## src/hw/rtl/cdte_pkg.sv

```systemverilog
package cdte_pkg;

  localparam int NUM_FIELDS = 6;

  localparam logic [2:0] KIND_TICK   = 3'd0;
  localparam logic [2:0] KIND_MODE   = 3'd1;
  localparam logic [2:0] KIND_SELECT = 3'd2;
  localparam logic [2:0] KIND_INC    = 3'd3;
  localparam logic [2:0] KIND_DEC    = 3'd4;
  localparam logic [2:0] KIND_LOAD   = 3'd5;

  localparam logic [2:0] FLD_YEAR   = 3'd0;
  localparam logic [2:0] FLD_MONTH  = 3'd1;
  localparam logic [2:0] FLD_DAY    = 3'd2;
  localparam logic [2:0] FLD_HOUR   = 3'd3;
  localparam logic [2:0] FLD_MINUTE = 3'd4;
  localparam logic [2:0] FLD_SECOND = 3'd5;

  localparam logic [15:0] BLINK_PERIOD_RESET = 16'd500;

  typedef logic [6:0] field_t;
  typedef field_t [NUM_FIELDS-1:0] fields_t;

  typedef struct packed {
    logic [2:0] kind;
    logic [6:0] load_year;
    logic [3:0] load_month;
    logic [4:0] load_day;
    logic [4:0] load_hour;
    logic [5:0] load_minute;
    logic [5:0] load_second;
  } in_t;

  typedef struct packed {
    logic [6:0] year;
    logic [3:0] month;
    logic [4:0] day;
    logic [4:0] hour;
    logic [5:0] minute;
    logic [5:0] second;
    logic       editing;
    logic [2:0] selected_field;
    logic       blank_selected;
    logic       write_clock;
  } out_t;

  typedef struct packed {
    logic step;
    in_t  item;
  } step_t;

  // 0 for a month outside 1..12
  function automatic logic [4:0] month_length(input logic [1:0] year_lo,
                                              input logic signed [8:0] month);
    logic [4:0] len;
    if (month == 9'sd2) begin
      len = (year_lo == 2'd0) ? 5'd29 : 5'd28;
    end else if (month == 9'sd4 || month == 9'sd6 || month == 9'sd9 ||
                 month == 9'sd11) begin
      len = 5'd30;
    end else if (month >= 9'sd1 && month <= 9'sd12) begin
      len = 5'd31;
    end else begin
      len = 5'd0;
    end
    return len;
  endfunction

endpackage

```

## src/hw/rtl/cdte_adjust.sv

```systemverilog
module cdte_adjust (
  input  cdte_pkg::fields_t cur,
  input  logic [2:0]        field_select,
  input  logic              up,
  output cdte_pkg::fields_t nxt
);

  logic signed [8:0] t [cdte_pkg::NUM_FIELDS];
  logic signed [8:0] delta;
  logic        [4:0] len;
  logic signed [8:0] len_s;

  always_comb begin
    delta = up ? 9'sd1 : -9'sd1;
    for (int i = 0; i < cdte_pkg::NUM_FIELDS; i++) begin
      t[i] = $signed({2'b00, cur[i]}) + ((field_select == 3'(i)) ? delta : 9'sd0);
    end

    if (up) begin
      if (t[cdte_pkg::FLD_YEAR] > 9'sd99) t[cdte_pkg::FLD_YEAR] = 9'sd0;
      if (t[cdte_pkg::FLD_MONTH] > 9'sd12) t[cdte_pkg::FLD_MONTH] = 9'sd1;
    end else begin
      if (t[cdte_pkg::FLD_YEAR] < 9'sd0) t[cdte_pkg::FLD_YEAR] = 9'sd99;
      if (t[cdte_pkg::FLD_MONTH] < 9'sd1) t[cdte_pkg::FLD_MONTH] = 9'sd12;
    end

    len   = cdte_pkg::month_length(t[cdte_pkg::FLD_YEAR][1:0], t[cdte_pkg::FLD_MONTH]);
    len_s = $signed({4'b0000, len});
    if (len != 5'd0) begin
      if (!up && t[cdte_pkg::FLD_DAY] < 9'sd1) t[cdte_pkg::FLD_DAY] = len_s;
      if (t[cdte_pkg::FLD_DAY] > len_s) t[cdte_pkg::FLD_DAY] = 9'sd1;
    end

    if (up) begin
      if (t[cdte_pkg::FLD_HOUR] > 9'sd23) t[cdte_pkg::FLD_HOUR] = 9'sd0;
      if (t[cdte_pkg::FLD_MINUTE] > 9'sd59) t[cdte_pkg::FLD_MINUTE] = 9'sd0;
      if (t[cdte_pkg::FLD_SECOND] > 9'sd59) t[cdte_pkg::FLD_SECOND] = 9'sd0;
    end else begin
      if (t[cdte_pkg::FLD_HOUR] < 9'sd0) t[cdte_pkg::FLD_HOUR] = 9'sd23;
      if (t[cdte_pkg::FLD_MINUTE] < 9'sd0) t[cdte_pkg::FLD_MINUTE] = 9'sd59;
      if (t[cdte_pkg::FLD_SECOND] < 9'sd0) t[cdte_pkg::FLD_SECOND] = 9'sd59;
    end

    for (int i = 0; i < cdte_pkg::NUM_FIELDS; i++) begin
      nxt[i] = t[i][6:0];
    end
  end

endmodule

```

## src/hw/rtl/cdte_core.sv

```systemverilog
module cdte_core (
  input  logic                clk,
  input  logic                rst_n,
  input  logic                cfg_we,
  input  logic [15:0]         cfg_period,
  input  cdte_pkg::step_t     ctl,
  output cdte_pkg::out_t      result
);

  cdte_pkg::fields_t fields_r, fields_nxt, adj_fields;
  logic        edit_r, edit_nxt;
  logic [2:0]  sel_r, sel_nxt;
  logic        blink_r, blink_nxt;
  logic [15:0] tick_r, tick_nxt;
  logic [15:0] period_r, period_nxt;
  logic [16:0] tick_inc;
  logic        commit;

  cdte_adjust u_adjust (
    .cur          (fields_r),
    .field_select (sel_r),
    .up           (ctl.item.kind == cdte_pkg::KIND_INC),
    .nxt          (adj_fields)
  );

  always_comb begin
    fields_nxt = fields_r;
    edit_nxt   = edit_r;
    sel_nxt    = sel_r;
    blink_nxt  = blink_r;
    tick_nxt   = tick_r;
    commit     = 1'b0;
    period_nxt = cfg_we ? cfg_period : period_r;
    tick_inc   = {1'b0, tick_r} + 17'd1;

    if (ctl.step) begin
      case (ctl.item.kind)
        cdte_pkg::KIND_TICK: begin
          if (tick_inc >= {1'b0, period_r}) begin
            tick_nxt  = 16'd0;
            blink_nxt = ~blink_r;
          end else begin
            tick_nxt = tick_inc[15:0];
          end
        end
        cdte_pkg::KIND_MODE: begin
          if (!edit_r) begin
            edit_nxt = 1'b1;
            sel_nxt  = cdte_pkg::FLD_YEAR;
          end else begin
            edit_nxt = 1'b0;
            commit   = 1'b1;
          end
        end
        cdte_pkg::KIND_SELECT: begin
          if (edit_r) begin
            sel_nxt = (sel_r == cdte_pkg::FLD_SECOND) ? cdte_pkg::FLD_YEAR : sel_r + 3'd1;
          end
        end
        cdte_pkg::KIND_INC, cdte_pkg::KIND_DEC: begin
          if (edit_r) fields_nxt = adj_fields;
        end
        cdte_pkg::KIND_LOAD: begin
          if (!edit_r) begin
            fields_nxt[cdte_pkg::FLD_YEAR]   = ctl.item.load_year;
            fields_nxt[cdte_pkg::FLD_MONTH]  = {3'b000, ctl.item.load_month};
            fields_nxt[cdte_pkg::FLD_DAY]    = {2'b00, ctl.item.load_day};
            fields_nxt[cdte_pkg::FLD_HOUR]   = {2'b00, ctl.item.load_hour};
            fields_nxt[cdte_pkg::FLD_MINUTE] = {1'b0, ctl.item.load_minute};
            fields_nxt[cdte_pkg::FLD_SECOND] = {1'b0, ctl.item.load_second};
          end
        end
        default: begin
        end
      endcase
    end

    result.year           = fields_nxt[cdte_pkg::FLD_YEAR];
    result.month          = fields_nxt[cdte_pkg::FLD_MONTH][3:0];
    result.day            = fields_nxt[cdte_pkg::FLD_DAY][4:0];
    result.hour           = fields_nxt[cdte_pkg::FLD_HOUR][4:0];
    result.minute         = fields_nxt[cdte_pkg::FLD_MINUTE][5:0];
    result.second         = fields_nxt[cdte_pkg::FLD_SECOND][5:0];
    result.editing        = edit_nxt;
    result.selected_field = sel_nxt;
    result.blank_selected = edit_nxt & blink_nxt;
    result.write_clock    = commit;
  end

  always_ff @(posedge clk) begin
    if (!rst_n) begin
      fields_r <= {7'd0, 7'd0, 7'd0, 7'd1, 7'd1, 7'd0};
      edit_r   <= 1'b0;
      sel_r    <= cdte_pkg::FLD_YEAR;
      blink_r  <= 1'b0;
      tick_r   <= 16'd0;
      period_r <= cdte_pkg::BLINK_PERIOD_RESET;
    end else begin
      fields_r <= fields_nxt;
      edit_r   <= edit_nxt;
      sel_r    <= sel_nxt;
      blink_r  <= blink_nxt;
      tick_r   <= tick_nxt;
      period_r <= period_nxt;
    end
  end

  a_sel_range: assert property (@(posedge clk) disable iff (!rst_n)
    sel_r <= cdte_pkg::FLD_SECOND)
    else $error("field select out of range");

  a_commit_from_edit: assert property (@(posedge clk) disable iff (!rst_n)
    result.write_clock |-> (edit_r && !edit_nxt && ctl.step))
    else $error("commit without leaving edit mode");

  a_tick_only_on_tick: assert property (@(posedge clk) disable iff (!rst_n)
    !(ctl.step && ctl.item.kind == cdte_pkg::KIND_TICK) |=> $stable(tick_r))
    else $error("tick counter moved without a tick");

endmodule

```

## src/hw/rtl/clock_date_time_set_editor.sv

```systemverilog
// Date and time setting editor.
// Input channel (in_valid / in_stall / in_data): one transaction per event,
// in_data.kind selects tick, mode key, select key, increment, decrement or
// load; the load_* fields are used by a load only.
// Result channel (out_valid / out_stall / out_data): exactly one transaction
// per input transaction, in order, carrying the six time fields, edit state,
// selected field, blank flag and a one-shot write_clock on leaving edit mode.
// Configuration (cfg_valid / cfg_ready / cfg_data): blink period in ticks;
// cfg_ready is always high. Write it only while the block is idle.
// Path: input register, then the update logic feeding the result register;
// a stalled receiver can hold a transaction in the input register.
// Throughput: one transaction per cycle while out_stall is low, as the state
// update between the two registers is combinational.
// Reset: fields 00-01-01 00:00:00, view mode, field 0, blink off, tick count 0,
// blink period 500. No transactions in flight.
// Receiver stall: the result register holds; once the input register is
// also full, in_stall rises until out_stall drops.
module clock_date_time_set_editor (
  input  logic             clk,
  input  logic             rst_n,
  input  logic             in_valid,
  output logic             in_stall,
  input  cdte_pkg::in_t    in_data,
  output logic             out_valid,
  input  logic             out_stall,
  output cdte_pkg::out_t   out_data,
  input  logic             cfg_valid,
  output logic             cfg_ready,
  input  logic [15:0]      cfg_data
);

  logic            s1_valid_r, s1_valid_nxt;
  cdte_pkg::in_t   s1_data_r, s1_data_nxt;
  logic            out_valid_r, out_valid_nxt;
  cdte_pkg::out_t  out_data_r, out_data_nxt;
  cdte_pkg::out_t  result;
  cdte_pkg::step_t ctl;
  logic            out_free;
  logic            in_acc;

  assign out_free  = !out_valid_r || !out_stall;
  assign in_stall  = s1_valid_r && !out_free;
  assign in_acc    = in_valid && !in_stall;
  assign cfg_ready = 1'b1;

  assign ctl.step = s1_valid_r && out_free;
  assign ctl.item = s1_data_r;

  cdte_core u_core (
    .clk        (clk),
    .rst_n      (rst_n),
    .cfg_we     (cfg_valid),
    .cfg_period (cfg_data),
    .ctl        (ctl),
    .result     (result)
  );

  always_comb begin
    s1_data_nxt  = in_acc ? in_data : s1_data_r;
    s1_valid_nxt = in_acc ? 1'b1 : (ctl.step ? 1'b0 : s1_valid_r);
    out_data_nxt  = ctl.step ? result : out_data_r;
    out_valid_nxt = ctl.step ? 1'b1 : (out_free ? 1'b0 : out_valid_r);
  end

  always_ff @(posedge clk) begin
    if (!rst_n) begin
      s1_valid_r  <= 1'b0;
      out_valid_r <= 1'b0;
    end else begin
      s1_valid_r  <= s1_valid_nxt;
      out_valid_r <= out_valid_nxt;
    end
    s1_data_r  <= s1_data_nxt;
    out_data_r <= out_data_nxt;
  end

  assign out_valid = out_valid_r;
  assign out_data  = out_data_r;

  a_stall_needs_item: assert property (@(posedge clk) disable iff (!rst_n)
    in_stall |-> (s1_valid_r && out_valid_r))
    else $error("input stalled with room in the pipe");

  a_step_fills_out: assert property (@(posedge clk) disable iff (!rst_n)
    ctl.step |=> out_valid_r)
    else $error("processed transaction lost");

  a_no_overwrite: assert property (@(posedge clk) disable iff (!rst_n)
    (out_valid_r && out_stall) |=> (out_valid_r && $stable(out_data_r)))
    else $error("pending result overwritten");

endmodule

```

## config.mk

```make
export PLATFORM = sky130hd
export DESIGN_NAME = clock_date_time_set_editor
export DESIGN_NICKNAME = d
export VERILOG_FILES = /design/src/hw/rtl/cdte_pkg.sv /design/src/hw/rtl/cdte_adjust.sv /design/src/hw/rtl/cdte_core.sv /design/src/hw/rtl/clock_date_time_set_editor.sv
export SDC_FILE = /design/constraint.sdc
export NUM_CORES = 1
export LEC_CHECK = 0
export ABC_AREA = 1
export BUFFER_PORTS_ARGS = -buffer_cell sky130_fd_sc_hd__buf_2
export CAP_MARGIN = 5
export CORE_MARGIN = 2
export CORE_UTILIZATION = 45
export CTS_BUF_LIST = sky130_fd_sc_hd__clkbuf_2 sky130_fd_sc_hd__clkbuf_4 sky130_fd_sc_hd__clkbuf_8
export DETAILED_ROUTE_END_ITERATION = 10
export RECOVER_POWER = 50
export SYNTH_ARGS = -nofsm -noshare
export SYNTH_HDL_FRONTEND = slang
export SYNTH_HIERARCHICAL = 1
export SYNTH_SLANG_ARGS = --single-unit
```

## constraint.sdc

```tcl
create_clock -name clk -period 8.9 [get_ports clk]
set_input_delay 0.445 -clock clk [delete_from_list [all_inputs] [get_ports clk]]
set_output_delay 0.445 -clock clk [all_outputs]
set_load 0.005 [all_outputs]
```

==> run summary, run 1 <==
The flow ran to the end, but the final reports show violations. The final reports fail on max-capacitance violations, max-slew violations. The initial utilization of the core area, before any placement, comes to 45.5%. The core footprint is 0.0217 mm², and the count of warnings emitted by yosys is 6. In the final timing run, aggregate negative setup slack is 0 ns. In this run the static leakage power is 5.13 nW. The worst setup path is captured at a flip-flop. The via count was 8693; the pin count of the biggest net entering global routing was 73. Once detail routing completed, the nets flagged for antenna violations numbered 0. The number of max-slew violations in the final report was 147; the via count of the first global-routing pass was 8271. Sequential elements use 39.3% of the synthesized area.

STA classifies the critical path startpoint as a flip-flop. Worst clock skew: 0.0174 ns. For this block, the initial DRC count from the detailed router was 578. The layout cell share with drive strength beyond 1 came out at 11.6%.

The netlist uses 54 different library cells. Among all stages on the critical path, the largest delay is contributed by sky130_fd_sc_hd__inv_1. Buffers added to address setup during post-CTS repair amount to 0.

After legalization and detailed placement, the total HPWL measured 17700 µm. The global route total overflow was 0. Relative to the synthesized area, the layout overhead comes to 10.2%. For this design the top-level I/O count stands at 99.

The worst path uses 74.9% of the clock period. Final worst slack: 2.24 ns. The number of hold buffers added after cts is 0, and the delay of the slowest cell on the worst path is 0.49 ns.

In this run the clock root is driven by a sky130_fd_sc_hd__clkbuf_8. The synthesized instance count is 1277, and the count of final hold-check violations is 0. On the final layout, the worst hold slack is 0.143 ns.

Setup repair after global routing left no endpoint under its margin. After the last flow step, the layout net total stands at 1482. The logs give 4 for the level count of the clock H-tree and 41500 µm for the wire length of the first global-routing pass. In the global route stage, overall resource usage came out at 22.0%. The post-synth design cell area was 0.00986 mm². The number of setup violations in the final report is 0, and the top fanout value on the critical path is 18. After detailed routing, the average wire length per cell comes to 15.3 µm. The count of TritonRoute iterations in the first routing pass was 5. The global routing stage identified its most utilized layer as met2. The routed wire length came out at 25200 µm.

Power spread over the standard cell area amounts to 142 mW/mm². The filler cells instantiated in the layout total 2149. Global routing consumed, on the met3 layer, 3.71% of the routing resources.

Setup slack at placement: 2.41 ns. The worst-case IR drop observed on VDD is 0.0990 mV. The floorplan has 54 rows. The maximum operating frequency came out at 150 MHz.

STA puts the critical path data required time at 9.27 ns. After clock tree synthesis, the clock-pin slew on the worst setup and hold paths is 0.10 ns. The x dimension of the die is 152 µm, and the synthesized area divided by synthesized cell count is 7.72 µm².

The pin slew with the least headroom to its limit was 4.00 ns. Critical path start-end classification: reg2reg. Port buffering added 97 buffers. The chip height works out to 152 µm.

In this design, the critical path's most frequently occurring cell is sky130_fd_sc_hd__nand2_1. The number of antenna violations at the first check in global routing is 0, and the number of clock buffers inserted by TritonCTS is 17. The later pin in the worst-skew pair is clocked with a latency of 0.47 ns.

The clock passes through at most 2 buffers. The routed design could run at a clock period as short as 6.66 ns. The number of antenna diodes in the final layout is 0. The global placer's final weighted congestion came out at 0.867. Dividing the detail-routed via count by the number of cells gives 5.28. The run gives 156 as the total clock sinks. The path class of the tightest hold or removal check is in2reg.

In this run, synthesis produced a sequential element count of 156. In this run, post-CTS repair resized a total of 0 instances. The worst pin sits at a relative slew slack of -166%.

The logs give 37.9% for the global routing met2 resource utilization and 29.2% for the routing usage on met1. TritonCTS built the clock tree. Max-cap violations in this run came to 3.

For the worst setup path, the data arrival time is 7.04 ns. The remaining design rule violation count was 0; the area enclosed by the die boundary was 0.0231 mm². Synthesis produced a netlist with a net count of 1407.
## area by class of cell
| cell class | count | area [µm²] | area share, % |
|---|---|---|---|
| multi-input cells | 925 | 5180 | 47.7 |
| flip-flops and latches | 156 | 3870 | 35.6 |
| inverters | 148 | 561 | 5.16 |
| repair buffers | 104 | 499 | 4.59 |
| well taps | 280 | 350 | 3.22 |
| clock buffers | 18 | 241 | 2.22 |
| clock inverters | 14 | 160 | 1.47 |
## Yosys cell counts, drive strengths merged
library cell / n / area, µm²
buf: 32 / 191
nand3b: 3 / 22.5
o211ai: 3 / 22.5
a22oi: 1 / 7.51
nand2: 315 / 1220
a211oi: 1 / 7.51
clkbuf: 16 / 60.1
nor3: 9 / 50.1
nand4: 27 / 175
clkinv: 1 / 3.75
o21a: 3 / 22.5
o22ai: 1 / 6.26
o41ai: 1 / 8.76
o2111ai: 1 / 8.76
nor4: 4 / 25.0
fa: 6 / 120
conb: 1 / 3.75
a31oi: 1 / 6.26
nor2: 83 / 368
dfxtp: 81 / 1620
ha: 67 / 838
nand3: 150 / 773
xnor2: 12 / 105
edfxtp: 75 / 2250
xor2: 30 / 263
a31o: 2 / 17.5
a41oi: 2 / 17.5
inv: 147 / 557
a211o: 1 / 8.76
a21oi: 133 / 677
a21o: 3 / 22.5
o21bai: 9 / 67.6
o21ai: 50 / 265
o31ai: 2 / 15.0
or2: 3 / 18.8
o221a: 1 / 11.3
## where the power goes
| group | total [mW] | switching [mW] | internal [mW] |
|---|---|---|---|
| Clock | 0.556 | 0.296 | 0.260 |
| Combinational | 0.188 | 0.130 | 0.0579 |
| Sequential | 0.796 | 0.0129 | 0.783 |
| Total | 1.54 | 0.439 | 1.10 |
## registers in the layout, indices dropped and copies added (netlist names)
| name | cells |
|---|---|
| s1_valid_r | 1 |
| u_core/sel_r | 3 |
| u_core/period_r | 16 |
| ctl | 36 |
| u_core/edit_r | 1 |
| u_core/fields_r | 42 |
| u_core/blink_r | 1 |
| u_core/tick_r | 16 |
| out_valid | 1 |
| out_data | 39 |
## layout by cell type (no fill, tap or decap), types with 8 or more instances in the layout
master and instances:
sky130_fd_sc_hd__a21oi_1 130, sky130_fd_sc_hd__buf_2 75, sky130_fd_sc_hd__clkbuf_1 24, sky130_fd_sc_hd__clkbuf_8 17, sky130_fd_sc_hd__dfxtp_1 80, sky130_fd_sc_hd__edfxtp_1 75, sky130_fd_sc_hd__ha_1 67, sky130_fd_sc_hd__inv_1 138
sky130_fd_sc_hd__inv_2 8, sky130_fd_sc_hd__nand2_1 305, sky130_fd_sc_hd__nand3_1 148, sky130_fd_sc_hd__nand4_1 26, sky130_fd_sc_hd__nor2_1 72, sky130_fd_sc_hd__nor3_1 8, sky130_fd_sc_hd__o21ai_0 45, sky130_fd_sc_hd__o21bai_1 9
sky130_fd_sc_hd__xnor2_1 12, sky130_fd_sc_hd__xor2_1 30
## cells by family (layout without fill, tap and decap cells)
kind of cell               count (synthesis)  after routing  synth area share, %
DFF                                      156            156                 39.3
xor gates and xnor gates                  42             42                 3.73
other                                      1              1               0.0380
and+or+nand+nor                          594            594                 26.9
adders and majority gates                 73             73                 9.72
buffers and inverters                    196            284                 8.23
AOI/OAI and AO/OA                        215            215                 12.1
## stage by stage
stage	power (mW)	utilization, %	area [µm²]	std cells
after global routing	1.61	50.1	10900	1645
after CTS	1.56	50.4	10900	1645
final	1.54	50.1	10900	1645
after global placement	1.00	48.5	10500	1613
after floorplan	0.941	-	9860	1277
after detailed placement	1.00	48.5	10500	1613
## layer usage
metal  wire length [µm]  vias up
met2              12300      211
met4                189        0
met3               1210       14
met5                  0        -
met1              11600     4036
li1                   -     4432
## worst max-delay path: cells and delay by family (launching register included)
| family | cells | cell delay [ns] |
|---|---|---|
| flip-flops | 1 | 0.48 |
| buffers and inverters | 8 | 1.29 |
| AND/OR/NAND/NOR | 24 | 2.87 |
| adder cells (fa/ha/maj) | 3 | 0.72 |
| AO/OA/AOI/OAI | 9 | 1.21 |
## path summary, 6_finish.rpt
check                           depth (start not counted)             endpoint                 from  slack [ns]
worst min register to register                          2  u_core/period_r[13]  u_core/period_r[13]        0.47
worst min-delay path                                    1               ctl[4]           in_data[4]        0.14
worst max register to register                         44  u_core/fields_r[15]              ctl[35]        2.24
worst max-delay path                                   44  u_core/fields_r[15]              ctl[35]        2.24
Note: power is estimated with default switching activity, not from simulation.
==> run 2, diff against run 1 <==
--- a/config.mk
+++ b/config.mk
@@ -12,6 +12,7 @@
 export CORE_UTILIZATION = 45
 export CTS_BUF_LIST = sky130_fd_sc_hd__clkbuf_2 sky130_fd_sc_hd__clkbuf_4 sky130_fd_sc_hd__clkbuf_8
 export DETAILED_ROUTE_END_ITERATION = 10
+export PLACE_DENSITY = 0.66
 export RECOVER_POWER = 50
 export SYNTH_ARGS = -nofsm -noshare
 export SYNTH_HDL_FRONTEND = slang
==> constraint.sdc (replaced) <==
create_clock -name clk -period 6.1 [get_ports clk]
set_input_delay 0.305 -clock clk [delete_from_list [all_inputs] [get_ports clk]]
set_output_delay 0.305 -clock clk [all_outputs]
set_load 0.005 [all_outputs]
==> run 2 against run 1 <==
Compared with the run above:
- the flow still finishes with violations (max-capacitance violations, max-slew violations)
- die area did not move
- power rose by 46%
- clock skew rose by 0.0036 ns
- critical endpoint is now out_data[23]
- combinational power rose by 55%
- final cell count rose by 1.3%
- sequential cell count did not move
- register-to-register slack got worse by 1.7 ns
- fmax rose by 19%
- largest cell class unchanged
- critical path depth did not move
- clock-buffer cell count rose by 1
- highest routed layer unchanged
- worst hold slack got worse by 0.12 ns
==> run summary, run 2 (same netlist as run 1, synthesis figures left out) <==
The flow ran to the end, but the final reports show violations. The checks that failed: max-capacitance violations, max-slew violations. The design draws 2.24 mW. Of all nets on the critical path, the largest fanout is 10.

Pin slew with the least headroom to its limit: 3.01 ns. Number of buffers inserted by port buffering: 97. The most critical setup path has its endpoint at out_data[23]. The number of fill cells is 2162.

The count of final hold-check violations is 0. At the worst endpoint, the arrival time is 5.79 ns. The initial core utilization was 45.5%; the worst ir drop on vdd was 0.125 mV.

The master of the slowest instance on the critical path was sky130_fd_sc_hd__edfxtp_1. The worst register-to-register path has a setup slack of 0.52 ns. The tools report the root buffer cell as sky130_fd_sc_hd__clkbuf_8.

In the layout the commonest cells are 302 x sky130_fd_sc_hd__nand2_1, 148 x sky130_fd_sc_hd__nand3_1, 134 x sky130_fd_sc_hd__inv_1, 130 x sky130_fd_sc_hd__a21oi_1, 78 x sky130_fd_sc_hd__dfxtp_1. Reported max-cap violation count: 2. TritonCTS built the clock tree. Row generation in the floorplan step produced 54 rows. The number of flip-flops in the largest register was 42; the number of setup violations in the final report was 0.

After routing, the total negative slack on setup checks comes to 0 ns. Path category of the worst min-delay check: in2reg. For this design the static power due to leakage is 5.20 nW.

The count of cells in the finished layout, fillers not included, comes to 1666. After layout, the worst setup slack is 0.515 ns. The buffer levels on the longest clock path was 2; the number of clock buffers inserted by TritonCTS was 17. The x dimension of the die came out at 152 µm. The beginning of the worst register-to-register path is ctl[35]. The clock tree synthesis step divided the H-tree into 4 levels. The run gives 0 as the number of antenna violations at the first check in global routing. The detail route stage leaves a number of antenna-violating nets equal to 0. More flip-flops sit in one register than any other, and that register is u_core/fields_r.

Measured on the finished design, the core utilization comes to 51.2%. The die covers 0.0231 mm². The remaining design rule violation count was 0. The worst setup path is launched from a flip-flop.

The tools report the instance count after placement with tap cells included as 1616. Derived from the worst setup path, the maximum achievable clock frequency is 179 MHz. The final critical path takes up 91.6% of the cycle. The via count was 8868. The average detailed-routed wire length per instance came out at 15.0 µm. Layout cell share with drive strength beyond 1: 12.3%. The headroom to the max-slew limit was -101%. At the worst endpoint, the required time is 6.31 ns.

The critical path launch point was ctl[35]. The floorplan step set the die height to 152 µm. Across every metal layer, demand over resource in global routing totals 21.4%. After detailed routing, the number of vias per cell comes to 5.32. For the total clock sinks, the log shows 156. The critical path is of the reg2reg type. Before CTS, the worst setup slack after placement is 0.164 ns. The run gives 8257 as the via count of the first global-routing pass. The number of cell instances on the worst register-to-register path is 44, and the wire length of the first global-routing pass is 40700 µm. The floorplan step defined a core boundary enclosing 0.0217 mm².

In this run the power density over the cells is 202 mW/mm². The clock transition at the registers of the reported paths was 0.08 ns; the routed wire length was 25000 µm. The commonest non-fill, non-tap cell in the layout was sky130_fd_sc_hd__nand2_1. The category of the worst setup path capture point is a flip-flop.

The delay of the slowest cell on the worst path is 0.47 ns, and the number of max-slew violations in the final report is 95. The final layout contains 1503 nets. Setup repair after global routing left no endpoint under its margin. Global placer's final weighted congestion: 0.908. During I/O placement, the number of pins put on the boundary was 99. The repair_antennas step left the layout with diodes totalling 0.

Summed over all layers, the global routing overflow is 0. The pin count of the biggest net entering global routing is 76, and the detailed router's first-iteration violation count is 750. The clock insertion delay at the later pin of the skew report is 0.47 ns. In this run the critical register-to-register path is captured at out_data[23]. The pre-antenna-repair detailed-routing pass consisted of 5 iterations. From synthesis to final layout, the design area changed by 12.5%. For the final database, setup skew stands at 0.0210 ns. The minimum period implied by the final worst setup slack was 5.58 ns.

The cell repeated most along the worst path is sky130_fd_sc_hd__nand2_1. The tools report the HPWL after detailed placement as 16700 µm.
==> run 2: stage by stage <==
step	area (µm²)	hold slack [ns]
after global placement	10500	0.457
after floorplan	9860	0.404
final	11100	0.0227
after global routing	11100	0.000766
after CTS	11100	0.000204
after detailed placement	10500	0.462
==> run 2: area by class of cell <==
| type | count | area [µm²] | share of cell area [%] |
|---|---|---|---|
| Timing Repair Buffer | 125 | 688 | 6.20 |
| Tap cell | 280 | 350 | 3.16 |
| Multi-Input combinational cell | 925 | 5220 | 47.1 |
| Clock buffer | 19 | 255 | 2.30 |
| Clock inverter | 13 | 140 | 1.26 |
| Inverter | 148 | 561 | 5.05 |
| Sequential cell | 156 | 3880 | 35.0 |
==> run 2: metal layers <==
metal  vias to the layer above  GRT usage, %  share of wire [%]  wire length [µm]
li1                       4490             -                  -                 -
met1                      4086          28.5                 46             11500
met2                       265          36.3                 47             11800
met3                        27          3.22                5.2              1300
met4                         0          6.23                1.5               376
met5                         -             0                  0                 0
==> run 2: power by group <==
part	internal [mW]	switching, mW
Combinational	0.0955	0.197
Sequential	1.14	0.0176
Clock	0.382	0.411
Total	1.62	0.626
==> run 2: worst min-delay path by stage <==
stage | slack [ns] | cells past startpoint | from | end
3_5_place_dp | 0.46 | 2 | u_core/period_r[15] | u_core/period_r[15]
6_report | 0.02 | 1 | in_data[4] | ctl[4]
5_1_grt | 0.0008 | 1 | in_data[32] | ctl[32]
3_3_place_gp | 0.46 | 2 | u_core/period_r[14] | u_core/period_r[14]
2_1_floorplan | 0.40 | 0 | in_data[0] | ctl[0]
4_1_cts | 0.0002 | 1 | in_data[32] | ctl[32]
==> run 2: what timing repair did <==
| item | 4_1_cts | 5_1_grt |
|---|---|---|
| gates resized for setup | 0 | 18 |
| hold buffers | 11 | 4 |
| setup endpoints to repair | 0 | 12 |
| endpoints found under the hold margin | 11 | 4 |
| setup buffers | 0 | 3 |
==> run 2: worst max-delay path: cells and delay by family, from the launching register on <==
| kind | cells | cell delay (ns) |
|---|---|---|
| simple gates | 24 | 2.48 |
| flops | 1 | 0.47 |
| fa+ha+maj | 3 | 0.69 |
| buf+inv | 7 | 0.50 |
| compound gates | 10 | 1.18 |
==> run 3, diff against run 2 <==
--- a/config.mk
+++ b/config.mk
@@ -12,6 +12,7 @@
 export CORE_UTILIZATION = 45
 export CTS_BUF_LIST = sky130_fd_sc_hd__clkbuf_2 sky130_fd_sc_hd__clkbuf_4 sky130_fd_sc_hd__clkbuf_8
 export DETAILED_ROUTE_END_ITERATION = 10
+export HOLD_SLACK_MARGIN = 0.12
 export PLACE_DENSITY = 0.66
 export RECOVER_POWER = 50
 export SYNTH_ARGS = -nofsm -noshare
==> run 3 against run 2 <==
Compared with the run above:
- the run still ends with max-capacitance violations, max-slew violations left
- non-clock buffer count rose by 39
- via count rose by 1.5%
- utilization rose by 1.8 points
- sequential share of layout area fell by 1.2 points
- final cell count rose by 2.3%
- fmax barely moved
- clock-buffer cell count did not move
- combinational power rose by 6.8%
- clock power barely moved
- die area did not move
- setup slack got worse by 0.0052 ns
- largest cell class unchanged
==> run summary, run 3 (same netlist as run 1, synthesis figures left out) <==
Number of antenna violations at the first check in global routing: 0. After layout, the minimum clock period comes to 5.59 ns. The startpoint kind of the worst setup timing path was a flip-flop. The commonest non-fill, non-tap cell in the layout was sky130_fd_sc_hd__nand2_1. Setup repair after global routing left no endpoint under its margin. The cell that appears most often on the critical path is sky130_fd_sc_hd__nand2_1.

Entering global routing, the biggest net connects 76 pins. The final reports fail on max-capacitance violations, max-slew violations. The count of buffers added on input and output ports is 97. The via count of the first global-routing pass is 8464, and the clock transition at the registers of the reported paths is 0.10 ns. TritonCTS built the clock tree.

The number of flip-flops in the largest register was 42. The tools report the category of the worst setup path capture point as a flip-flop. In this run the power density over the cells is 197 mW/mm².

Delay of the slowest cell on the worst path: 0.48 ns. The average detailed-routed wire length per instance works out to 14.9 µm. The layout overhead on the synthesized area is 16.5%, and the final total negative setup slack is 0 ns. The tools report the static leakage as 5.36 nW. The logs give 5.79 ns for the data arrival at the endpoint of the critical path and 0 for the count of final hold-check violations. The buffer levels on the longest clock path was 2; the post-layout net count was 1542. Via count: 9004.

Final worst-path cycle share: 91.6%. The first TritonRoute pass finished after 8 iterations. The flow ran to the end, but the final reports show violations. Total power for the finished layout comes to 2.26 mW. Wires add up to 25300 µm. The H-tree was split into 4 levels. In this run, the number of DRC markers left after iteration 0 of detailed routing was 711. The critical path start-end classification is reg2reg. Setup violations remaining at the end of the flow were counted as 0. Data on the critical path is required at its endpoint by 6.30 ns. Across the VDD grid, the largest voltage drop is 0.125 mV.

Headroom to the max-slew limit came out at -102%. The slowest stage of the critical path belongs to the cell sky130_fd_sc_hd__edfxtp_1. The x dimension of the die was 152 µm; the top fanout value on the critical path was 10. The repair_antennas step left the layout with diodes totalling 0. The remaining design rule violation count came out at 0. In the layout the commonest cells are 302 x sky130_fd_sc_hd__nand2_1, 148 x sky130_fd_sc_hd__nand3_1, 134 x sky130_fd_sc_hd__inv_1, 130 x sky130_fd_sc_hd__a21oi_1, 78 x sky130_fd_sc_hd__dfxtp_1. The number of cell rows is 54. Routability-driven placement finished with a final weighted congestion of 0.908.

Clock latency on the worst-skew pair, taken at its later pin, is 0.47 ns. The number of max-slew violations in the final report was 95. The logs give 21.7% for the all-layer global routing usage and 0.0217 mm² for the core footprint. The first global-routing pass estimated 41400 µm of wire. The maximum operating frequency was 179 MHz. Detailed placement finished with a half-perimeter wire length of 16700 µm.

For the worst clock skew, the log shows 0.0227 ns. The initial core utilization was 45.5%. The floorplan step set the die height to 152 µm. Summed over all layers, the global routing overflow is 0. The logs give 0.0231 mm² for the area enclosed by the die boundary and 156 for the total clock sinks. After detailed routing, the number of vias per cell comes to 5.28. Counting the buffers created by CTS gives 17. The layout cell share with drive strength beyond 1 works out to 11.9%.

Largest register by flop count: u_core/fields_r. In this run the worst hold path is classified as in2reg. Across the run, the number of max-cap violations was 2. The detail route stage leaves a number of antenna-violating nets equal to 0. At the pin with the least slew margin, the transition time is 3.03 ns. The run gives 99 as the count of pins on the block boundary. The root buffer cell is sky130_fd_sc_hd__clkbuf_8.
[run 3: path summary, 6_finish.rpt]
check,from,endpoint,slack [ns],depth (start not counted)
hold / removal,cfg_valid,u_core/period_r[5],0.20,2
setup / recovery,ctl[35],out_data[23],0.51,44
setup reg to reg,ctl[35],out_data[23],0.51,44
hold reg to reg,u_core/period_r[15],u_core/period_r[15],0.47,2
[run 3: where the power goes]
| part | switching [mW] | internal, mW |
|---|---|---|
| Clock | 0.410 | 0.382 |
| Combinational | 0.200 | 0.112 |
| Sequential | 0.0177 | 1.14 |
| Total | 0.628 | 1.63 |
[run 3: area by class of cell]
class,count,area [µm²]
clock inverters,13,140
clock buffers,19,255
flip-flops and latches,156,3880
well taps,280,350
fillers,2119,10200
inverters,148,561
repair buffers,164,1080
multi-input cells,925,5220
[run 3: metal layers]
metal | track usage (%) | wire [µm]
met5 | 0 | 0
met4 | 6.23 | 383
met3 | 3.14 | 1320
met2 | 37.3 | 12000
met1 | 28.6 | 11600
[run 3: per-stage QoR]
step           hold slack, ns  cell area [µm²]  utilization, %  instances  setup WS (ns)
3_3_place_gp            0.457            10500            48.6       1616          0.444
4_1_cts                 0.175            11500            52.9       1702          0.156
3_5_place_dp            0.462            10500            48.6       1616          0.164
5_1_grt                 0.198            11500            53.0       1705        0.00279
2_1_floorplan           0.404             9860               -       1277          0.599
6_report                0.199            11500            53.0       1705          0.510
[run 3: what timing repair did]
item                                   4_1_cts  5_1_grt
gates resized for setup                      0       18
setup endpoints to repair                    0       12
setup buffers                                0        3
hold buffers                                54        0
endpoints found under the hold margin       54        0
[run 3: worst max-delay path, delay by kind of cell, from the launching register on]
| family | cells | cell delay, ns |
|---|---|---|
| simple gates | 24 | 2.48 |
| buf+inv | 7 | 0.51 |
| fa+ha+maj | 3 | 0.70 |
| compound gates | 10 | 1.19 |
| flops | 1 | 0.48 |
